File: src/rtl/nps_pkg.sv
// ----------------------------------------------------------------------------
// nps_pkg
// Shared types and constants for the nearest point search unit.
// ----------------------------------------------------------------------------
package nps_pkg;

  localparam int MAX_POINTS = 256;
  localparam int COORD_BITS = 16;

  localparam int IDX_W     = $clog2(MAX_POINTS);
  localparam int CNT_W     = $clog2(MAX_POINTS + 1);
  localparam int DIFF_W    = COORD_BITS + 1;
  localparam int MAG_W     = COORD_BITS;
  localparam int SQ_W      = 2 * COORD_BITS;
  localparam int SUM_W     = SQ_W + 2;
  localparam int OUT_IDX_W = 8;
  localparam int DIST_W    = 34;

  // request codes
  localparam logic [1:0] REQ_ADD   = 2'd0;
  localparam logic [1:0] REQ_CLEAR = 2'd1;
  localparam logic [1:0] REQ_FIND  = 2'd2;

  // result status codes
  localparam logic [1:0] STATUS_OK    = 2'd0;
  localparam logic [1:0] STATUS_FULL  = 2'd1;
  localparam logic [1:0] STATUS_EMPTY = 2'd2;

  typedef struct packed {
    logic signed [COORD_BITS-1:0] x;
    logic signed [COORD_BITS-1:0] y;
    logic signed [COORD_BITS-1:0] z;
  } point_t;

  typedef struct packed {
    logic [1:0]                   req_type;
    logic signed [COORD_BITS-1:0] pos_x;
    logic signed [COORD_BITS-1:0] pos_y;
    logic signed [COORD_BITS-1:0] pos_z;
  } in_item_t;

  typedef struct packed {
    logic [OUT_IDX_W-1:0] point_index;
    logic [DIST_W-1:0]    best_dist_sq;
    logic [1:0]           status;
  } out_item_t;

  // controller -> datapath
  typedef struct packed {
    logic do_add;
    logic do_clear;
    logic do_nop;
    logic find_empty;
    logic find_start;
    logic scan_issue;
    logic find_done;
  } nps_cmd_t;

  // datapath -> controller
  typedef struct packed {
    logic count_zero;
    logic scan_last;
    logic pipe_busy;
  } nps_stat_t;

endpackage

File: src/rtl/nps_ctrl.sv
// ----------------------------------------------------------------------------
// nps_ctrl
// Request decode and scan sequencing for the nearest point search unit.
// ----------------------------------------------------------------------------
module nps_ctrl
  import nps_pkg::*;
(
  input  logic       clk,
  input  logic       rst_n,
  input  logic       start,
  input  logic [1:0] req_type,
  input  nps_stat_t  stat,
  output nps_cmd_t   cmd,
  output logic       busy
);

  localparam logic [1:0] ST_IDLE  = 2'd0;
  localparam logic [1:0] ST_SCAN  = 2'd1;
  localparam logic [1:0] ST_DRAIN = 2'd2;

  logic [1:0] state_r;
  logic [1:0] state_nxt;

  always_comb begin
    state_nxt = state_r;
    cmd       = '0;
    case (state_r)
      ST_IDLE: begin
        if (start) begin
          case (req_type)
            REQ_ADD:   cmd.do_add   = 1'b1;
            REQ_CLEAR: cmd.do_clear = 1'b1;
            REQ_FIND: begin
              if (stat.count_zero) begin
                cmd.find_empty = 1'b1;
              end else begin
                cmd.find_start = 1'b1;
                state_nxt      = ST_SCAN;
              end
            end
            default:   cmd.do_nop   = 1'b1;
          endcase
        end
      end
      ST_SCAN: begin
        cmd.scan_issue = 1'b1;
        if (stat.scan_last) begin
          state_nxt = ST_DRAIN;
        end
      end
      ST_DRAIN: begin
        // wait for the last compare to retire
        if (!stat.pipe_busy) begin
          cmd.find_done = 1'b1;
          state_nxt     = ST_IDLE;
        end
      end
      default: begin
        state_nxt = ST_IDLE;
      end
    endcase
  end

  always_ff @(posedge clk) begin
    if (!rst_n) begin
      state_r <= ST_IDLE;
    end else begin
      state_r <= state_nxt;
    end
  end

  assign busy = (state_r != ST_IDLE);

endmodule

File: config.mk
export PLATFORM = sky130hd
export DESIGN_NAME = nps_ctrl
export DESIGN_NICKNAME = d
export VERILOG_FILES = /design/src/rtl/nps_pkg.sv /design/src/rtl/nps_ctrl.sv
export SDC_FILE = /design/constraint.sdc
export NUM_CORES = 1
export LEC_CHECK = 0
export ABC_CLOCK_PERIOD_IN_PS = 2700
export BUFFER_PORTS_ARGS = -buffer_cell sky130_fd_sc_hd__buf_2
export CAP_MARGIN = 20
export CORE_AREA = 10 10 47 49
export CTS_CLUSTER_SIZE = 28
export DETAILED_ROUTE_END_ITERATION = 8
export DIE_AREA = 0 0 57 59
export GPL_ROUTABILITY_DRIVEN = 0
export SKIP_LAST_GASP = 1
export SLEW_MARGIN = 30
export SYNTH_ARGS = -nofsm -noshare
export SYNTH_HDL_FRONTEND = slang
export SYNTH_SLANG_ARGS = --single-unit
export TNS_END_PERCENT = 30
File: constraint.sdc
create_clock -name clk -period 2.7 [get_ports clk]
set_input_delay 0.135 -clock clk [delete_from_list [all_inputs] [get_ports clk]]
set_output_delay 0.135 -clock clk [all_outputs]
set_load 0.02 [all_outputs]
==> results of run 1 <==
==> kinds of logic (layout without fill, tap and decap cells) <==
group,Yosys count,in the layout
AO/OA/AOI/OAI,2,2
buffers and inverters,3,20
AND/OR/NAND/NOR,14,14
flip-flops,2,2
==> layout make-up <==
type	instances	area [um^2]
fill	174	1122
timing repair buffer	15	75.07
inverter	2	7.507
tap	16	20.02
multi-input combinational	16	113.9
clock buffer	3	22.52
sequential	2	40.04
==> path summary, 6_finish.rpt <==
path,endpoint,depth (start not counted),from
worst max register to register,state_r[0],2,state_r[0]
worst min-delay path,state_r[0],2,rst_n
worst min register to register,state_r[1],2,state_r[0]
worst max-delay path,cmd[5],3,state_r[1]
==> stage by stage <==
step                instance area (um^2)  hold slack (ns)  power [mW]  utilization  setup slack (ns)
global route                       279.0           0.1900      0.1306       0.1991             1.279
global placement                   256.5           0.4191     0.05492       0.1830             1.615
finish                             279.0           0.1897      0.1190       0.1991             1.378
detailed placement                 256.5           0.4184     0.05511       0.1830             1.600
CTS                                279.0           0.1834      0.1247       0.1991             1.346
floorplan                          168.9           0.2881     0.04361            -             1.259
==> where the power goes <==
part	internal [mW]	switching (mW)
Sequential	0.0303	0.000665
Clock	0.0489	0.0158
Combinational	0.0101	0.0131
Total	0.0894	0.0296
==> cells in the mapped netlist (all sizes together) <==
master / number / area, um^2
a21boi: 1 / 7.510
nand4bb: 1 / 11.26
nand3b: 2 / 15.01
nor2b: 2 / 12.51
buf: 1 / 7.510
nor4: 2 / 12.51
and4bb: 1 / 12.51
and3: 1 / 6.260
inv: 2 / 7.510
a32o: 1 / 10.01
dfxtp: 2 / 40.04
nor3: 1 / 5.000
nor2: 2 / 7.510
nor3b: 1 / 7.510
or2: 1 / 6.260
==> routing by layer <==
metal	track usage	part of all wire	vias up
met2	0.06202	0.53	7
li1	-	-	113
met1	0.02485	0.33	94
met3	0.03433	0.12	2
met5	0	0	-
met4	0.05034	0.013	0
==> metrics.md, run 1 <==
| Metric | Value |
|---|---|
| CTS tree | yes |
| Largest regs | state_r: 2 flops |
| Total Die Area | 3363 um^2 |
| Multiplexer share of the synthesized area | 0 |
| Xor and xnor area share after synthesis | 0 |
| Synth Area in Compound Gates | 0.1037 |
| FF-to-FF setup slack | 1.72 ns |
| Worst-margin pin slew | 0.2087 ns |
| Clk_skew | 0.001562 ns |
| CTS H-tree depth | 1 |
| Worst-Skew Late Latency | 0.22 ns |
| Cell Area, Synth | 168.9 um^2 |
| Fmax | 756.4 MHz |
| Hold WC Path Type | primary input to flop |
| Initial antenna violation count | 0 |
| Synth Area in Adders | 0 |
| Core area | 1401 um^2 |
| Starting Density | 0.1205 |
| Root Buffer | clkbuf_4 |
| Slew HR | 0.8596 |
| Share of layout cells above drive strength 1 | 0.4737 |
| DRT Pass-1 Iters | 2 |
| Commonest non-fill, non-tap cell in the layout | buf_2 |
| Hold Vio Cnt, Final | 0 |
| Cells after DPL | 51 |
| ANT nets after route | 0 |
| Post-synth cell types | 15 |
| Status | completed |
| IO Port Bufs | 15 |
| Gr ovfl total | 0 |
| Clock-pin slew on the worst setup and hold paths | 0.03 ns |
| Worst path slowest cell | dfxtp_1 |
| Setup tns final | 0 ns |
| GR Util All Layers | 0.03971 |
| Site Rows | 14 |
| Resize count post-CTS | 0 |
| Startpoint Class | flop |
| Crit path time final | 1.322 ns |
| Routed vias/inst | 4.000 |
| Buffer count from post-CTS setup fixing | 0 |
| PwrDens | 426.5 nW/um^2 |
| Area grow syn2layout | 65.19% |
| Simple-gate share of the synthesized area | 0.5704 |
| Max Fanout on Critical Path | 7 |
| Fin crit share | 0.4896 |
| Fin cells | 54 |
| DRC | 0 |
| CP max stage delay | 0.34 ns |
| Top delay family on crit path | simple AND/OR/NAND/NOR gates |
| Synthesized netlist net count | 29 |
| Synth warn | 0 |
| Routed length per instance | 11.24 um |
| I/O pins | 16 |
| Max reg flops | 2 |
| RSZ-0062 raised after global routing | no |
| DR iter-0 viols | 2 |
| Inserted Diodes | 0 |
| Clk buf depth | 2 |
| Largest family of logic cells by synthesized area | simple AND/OR/NAND/NOR gates |
| FF+latch count, synth | 2 |
| Crit end category | primary output |
| Die X | 57 um |
| Final wirelength | 607 um |
| Die Height | 59 um |
| Final net count | 48 |
| Largest register by flop count | state_r |
| Hold Buf Count CTS | 0 |
| CP Class | flop to primary output |
| Critical Path AT | 1.19 ns |
| Vias in the first global route | 219 |
| Leakage | 0.1495 nW |
| CP cell instances | or2_1 -> nor4_1 -> buf_2 |
| Max cap viols | 0 |
| Most frequent cells in the layout | buf_2 (15), clkbuf_4 (3) |
| Worst vdd ir | 0.08843 mV |
| Vias post-DR | 216 |
| Pin count of the biggest net entering global routing | 8 |
| Slew Viols, Final | 0 |
| Clock buffer count from CTS | 3 |
| Mapped Avg Cell Area | 8.043 um^2 |
| Mapped Cells | 21 |
| Final count of negative-setup-slack endpoints | 0 |
| CTS sink count | 2 |
| Register area share after synthesis | 0.2370 |
| CP required | 2.57 ns |
| Bufs and invs on worst path | 1 |
| First-pass GRT wire length | 952 um |
Note: power is estimated with default switching activity, not from simulation.
==> run 2: changes to the inputs <==
- ABC_CLOCK_PERIOD_IN_PS: 2700 -> 1100
- clock period: 2.7 -> 1.1 ns (I/O delays scaled with it)
==> metrics.md, run 2 (synthesis gave the netlist of run 1 again) <==
| Metric | Value |
|---|---|
| Status | complete, but fails checks |
| Failing checks | negative setup slack |
| IO Port Bufs | 15 (unchanged) |
| Worst path slowest cell | dfxtp_2 |
| Hold_sp | stat[0] |
| Initial antenna violation count | 0 (unchanged) |
| Slew HR | 0.8649 (+0.005381) |
| Commonest non-fill, non-tap cell in the layout | buf_2 |
| Logic pwr share | 0.220 (+0.025) |
| RSZ-0062 raised after global routing | yes |
| Cells after DPL | 51 (unchanged) |
| CTS H-tree depth | 1 (unchanged) |
| Worst Slack Setup Final | -0.09011 ns (-1.468 ns) |
| DR iter-0 viols | 3 (+1) |
| Die X | 57 um (unchanged) |
| Reg-to-Reg End | state_r[0] |
| Routed length per instance | 11.83 um (+5.3%) |
| CTS sink count | 2 (unchanged) |
| Root Buffer | clkbuf_4 |
| Clock power share | 0.529 (-0.015) |
| Max Fanout on Critical Path | 7 (unchanged) |
| Clock-pin slew on the worst setup and hold paths | 0.03 ns (about the same) |
| Worst slack, placed | 0.07161 ns (-1.528 ns) |
| Vias post-DR | 221 (+2.3%) |
| CP max stage delay | 0.33 ns (about the same) |
| Worst-Skew Late Latency | 0.22 ns (about the same) |
| Pin count of the biggest net entering global routing | 8 (unchanged) |
| Startpoint Class | flop |
| Gr ovfl total | 0 (unchanged) |
| Clk buf depth | 2 (unchanged) |
| Switching Fraction | 0.2531 (+0.004344) |
| Total Die Area | 3363 um^2 (unchanged) |
| Hold Vio Cnt, Final | 0 (unchanged) |
| Power Internal | 222.2 uW (+150%) |
| Largest regs | state_r: 2 flops |
| CP cell instances | or2_4 -> nor4_2 -> buf_4 |
| Clk_skew | 0.004701 ns (+0.003139 ns) |
| Final wirelength | 639 um (+5.3%) |
| Worst-margin pin slew | 0.2009 ns (-0.007820 ns) |
| Fin cells | 54 (unchanged) |
| Worst vdd ir | 0.4362 mV (+390%) |
| Die Height | 59 um (unchanged) |
| PwrDens | 970.6 nW/um^2 (+130%) |
| WHS Path Cells | 3 (+1) |
| Final non-filler cell area | 306.5 um^2 (+9.9%) |
| Final count of negative-setup-slack endpoints | 5 (+5) |
| CP required | 1.04 ns (-1.53 ns) |
| CP Class | flop to primary output |
| Placed inst area | 269.0 um^2 (+4.9%) |
| GR Util All Layers | 0.04059 (+0.0008807) |
| Site Rows | 14 (unchanged) |
| Hold Path End | state_r[1] |
| R2R depth | 2 (unchanged) |
| Max reg flops | 2 (unchanged) |
| CTS tree | yes |
| FF-to-FF setup slack | 0.15 ns (-1.57 ns) |
| First-pass GRT wire length | 1076 um (+13%) |
| DRC | 0 (unchanged) |
| Share of layout cells above drive strength 1 | 0.6053 (+0.1316) |
| Vias in the first global route | 246 (+12%) |
| Inserted Diodes | 0 (unchanged) |
| Core area | 1401 um^2 (unchanged) |
| Crit path time final | 1.190 ns |
| Max cap viols | 0 (unchanged) |
| Bufs and invs on worst path | 1 (unchanged) |
| Flop pwr share | 0.251 (-0.010) |
| Area grow syn2layout | 81.48% |
| Buffer count from post-CTS setup fixing | 0 (unchanged) |
| Most frequent cells in the layout | buf_2 (12), clkbuf_4 (3), buf_4 (3) |
| Final net count | 48 (unchanged) |
| Critical Path AT | 1.14 ns (-0.05 ns) |
| Routed vias/inst | 4.093 (+2.3%) |
| Leakage | 0.1522 nW (+1.9%) |
| Clock buffer count from CTS | 3 (unchanged) |
| Fin util | 0.2188 (+0.01964) |
| DRT Pass-1 Iters | 3 (+1) |
| Starting Density | 0.1205 (unchanged) |
| Reg-to-Reg Start | state_r[1] |
| Slew Viols, Final | 0 (unchanged) |
| I/O pins | 16 (unchanged) |
| Fmax | 840.3 MHz |
| Top delay family on crit path | simple AND/OR/NAND/NOR gates |
| Largest register by flop count | state_r |
| Crit end category | primary output |
| Switch Pwr | 75.32 uW (+150%) |
| Fin crit share | 1.082 |
| Hold WC Path Type | primary input to flop |
| ANT nets after route | 0 (unchanged) |
## run 2: metal layers
metal / vias to the layer above / global-route usage / share of wire
met2: 13 / 0.05426 / 0.39
li1: 112 / - / -
met5: - / 0 / 0
met3: 0 / 0.04721 / 0.20
met1: 96 / 0.03673 / 0.41
met4: 0 / 0.02013 / 0
## run 2: final cells by class
cell class,instances,area (um^2)
fillers,165,1095
multi-input cells,16,128.9
repair buffers,15,82.58
clock buffers,3,22.52
well taps,16,20.02
inverters,2,7.507
flip-flops and latches,2,45.04
## run 2: repair_timing
action                                  in CTS  in global routing
hold buffers                                 0                  0
gates resized for setup                      5                  2
pin swaps                                    0                  1
endpoints found under the setup margin       5                  5
hold endpoints to repair                     0                  0
## run 2: tightest hold or removal path, delay by kind of cell
family,cells,cell delay [ns]
buf+inv,1,0.11
compound gates,1,0.06
simple gates,1,0.07
## run 2: how the worst max path moves through the flow
| stage | from | end | slack [ns] | depth (start not counted) |
|---|---|---|---|---|
| 5_1_grt | state_r[1] | cmd[3] | -0.15 | 3 |
| 3_3_place_gp | state_r[1] | cmd[6] | 0.1 | 3 |
| 6_report | state_r[1] | cmd[6] | -0.09 | 3 |
| 3_5_place_dp | state_r[1] | cmd[6] | 0.07 | 3 |
| 4_1_cts | state_r[1] | cmd[6] | -0.11 | 3 |
| 2_1_floorplan | state_r[1] | cmd[5] | -0.04 | 2 |
## run 2: metrics by stage
stage	power, mW	setup TNS, ns	hold WS (ns)
5_1_grt	0.3265	-0.6196	0.1216
3_5_place_dp	0.1397	0	0.3467
2_1_floorplan	0.1098	-0.07557	0.1623
6_report	0.2975	-0.3560	0.1168
4_1_cts	0.3078	-0.4230	0.1085
3_3_place_gp	0.1389	0	0.3497
## run 2: power by group through the flow
stage          Clock [mW]  Sequential [mW]  Combinational (mW)
3_5_place_dp            0           0.0771              0.0626
4_1_cts             0.166           0.0766              0.0653
6_report            0.157           0.0747              0.0653
5_1_grt             0.181           0.0749              0.0707
3_3_place_gp            0           0.0769              0.0619
2_1_floorplan           0           0.0766              0.0331
==> run 3: changes to the inputs <==
- BUFFER_PORTS_ARGS: -buffer_cell sky130_fd_sc_hd__buf_2 -> -buffer_cell sky130_fd_sc_hd__buf_4
==> metrics.md, run 3 (synthesis gave the netlist of run 1 again) <==
| Metric | Value |
|---|---|
| Status | complete, but fails checks |
| Failing checks | negative setup slack |
| CP Class | flop to primary output |
| GR Util All Layers | 0.04316 (+0.002572) |
| Max Fanout on Critical Path | 5 (-2) |
| Clock buffer count from CTS | 3 (unchanged) |
| Inserted Diodes | 0 (unchanged) |
| Worst path slowest cell | dfxtp_4 |
| Core area | 1401 um^2 (unchanged) |
| CTS sink count | 2 (unchanged) |
| Pin count of the biggest net entering global routing | 8 (unchanged) |
| Total Die Area | 3363 um^2 (unchanged) |
| Vias post-DR | 228 (+3.2%) |
| Max cap viols | 0 (unchanged) |
| Placed inst area | 306.5 um^2 (+14%) |
| DRC | 0 (unchanged) |
| DR iter-0 viols | 3 (unchanged) |
| Worst Slack Setup Final | -0.1020 ns (-0.01186 ns) |
| Routed vias/inst | 4.071 (-0.52%) |
| Gr ovfl total | 0 (unchanged) |
| Initial antenna violation count | 0 (unchanged) |
| Reg-to-Reg Start | state_r[1] |
| Setup tns final | -0.3109 ns (+0.04510 ns) |
| Vias in the first global route | 239 (-2.8%) |
| ANT nets after route | 0 (unchanged) |
| Crit end category | primary output |
| Worst-margin pin slew | 0.1804 ns (-0.02051 ns) |
| Final wirelength | 640 um (+0.16%) |
| DRT Pass-1 Iters | 2 (-1) |
| Fin crit share | 1.093 (+0.01078) |
| CTS tree | yes |
| RSZ-0062 raised after global routing | yes |
| IO Port Bufs | 15 (unchanged) |
| Worst vdd ir | 0.4211 mV (-3.5%) |
| Final count of negative-setup-slack endpoints | 4 (-1) |
| Startpoint Class | flop |
| Site Rows | 14 (unchanged) |
| Leakage | 0.1691 nW (+11%) |
| Die Height | 59 um (unchanged) |
| Worst-Skew Late Latency | 0.22 ns (about the same) |
| Hold Vio Cnt, Final | 0 (unchanged) |
| CP required | 1.04 ns (about the same) |
| Critical Path Start | state_r[1] |
| CTS H-tree depth | 1 (unchanged) |
| Final non-filler cell area | 369.1 um^2 (+20%) |
| HPWL Detailed | 530 um |
| Root Buffer | clkbuf_4 |
| Crit path time final | 1.202 ns (+0.01186 ns) |
| Largest register by flop count | state_r |
| Hold_sp | rst_n |
| Starting Density | 0.1205 (unchanged) |
| Commonest non-fill, non-tap cell in the layout | buf_4 |
| I/O pins | 16 (unchanged) |
| Slew HR | 0.8787 (+0.01379) |
| Critical Path AT | 1.15 ns (about the same) |
| Fmax | 832.0 MHz (-0.99%) |
| CP cell instances | and4bb_1 -> and3_4 -> buf_6 |
| Clk buf depth | 2 (unchanged) |
| Most frequent cells in the layout | buf_4 (16), clkbuf_4 (3) |
| Largest regs | state_r: 2 flops |
| Share of layout cells above drive strength 1 | 0.6500 (+0.04474) |
| Hold WC Path Type | primary input to flop |
| Die X | 57 um (unchanged) |
| Max reg flops | 2 (unchanged) |
| Final net count | 50 (+4.2%) |
| CP max stage delay | 0.34 ns (about the same) |
| First-pass GRT wire length | 1124 um (+4.5%) |
| Slew Viols, Final | 0 (unchanged) |
| Clk_skew | 0.0004707 ns (-0.004230 ns) |
| PwrDens | 856.9 nW/um^2 (-12%) |
| Clock-pin slew on the worst setup and hold paths | 0.03 ns (about the same) |
| Area grow syn2layout | 118.5% |
| Routed length per instance | 11.43 um (-3.4%) |
## run 3: cell types whose count changed in the layout (fill, tap and decap cells not counted), sizes merged
| cell | previous run | this run |
|---|---|---|
| buf | 15 | 17 |
## run 3: stage by stage
stage	power [mW]	util	hold slack (ns)	std cells	setup slack, ns
final	0.3163	0.2634	0.08631	56	-0.1020
after global routing	0.3512	0.2634	0.1035	56	-0.1612
after CTS	0.3234	0.2384	0.08726	54	-0.1119
after detailed placement	0.1522	0.2188	0.3217	51	0.07377
after global placement	0.1516	0.2188	0.3153	51	0.08791
after floorplan	0.1098	-	0.1623	21	-0.03778
## run 3: worst paths after layout
check	to	slack, ns	cells past startpoint
max	cmd[3]	-0.10	3
min	state_r[1]	0.09	2
max reg2reg	state_r[0]	0.16	2
min reg2reg	state_r[1]	0.50	2
## run 3: power breakdown
part | switching (mW) | internal [mW] | leakage, nW
sequential | 0.00179 | 0.0725 | 0.0175
clock | 0.0402 | 0.120 | 0.0138
combinational | 0.0388 | 0.0429 | 0.138
## run 3: critical path: cells and delay by family (launching register included)
kind                   cells  cell delay (ns)
buffers and inverters      1             0.11
flip-flops                 1             0.34
AND/OR/NAND/NOR            2             0.48
## run 3: metal layers
layer	global-route usage	routed length (um)
met1	0.04260	246
met2	0.05426	261
met3	0.04292	125
met4	0.03020	6
met5	0	0
## run 3: layout make-up
type                       instances  area, um^2
timing repair buffer              17       131.4
clock buffer                       3       22.52
fill                             155        1032
tap                               16       20.02
inverter                           2       7.507
sequential                         2       45.04
multi-input combinational         16       142.6
## run 3: repair_timing
action,in CTS,in global routing
pin swaps,0,2
hold buffers,0,0
setup buffers,0,2
resized for setup,3,4
endpoints found under the setup margin,5,6
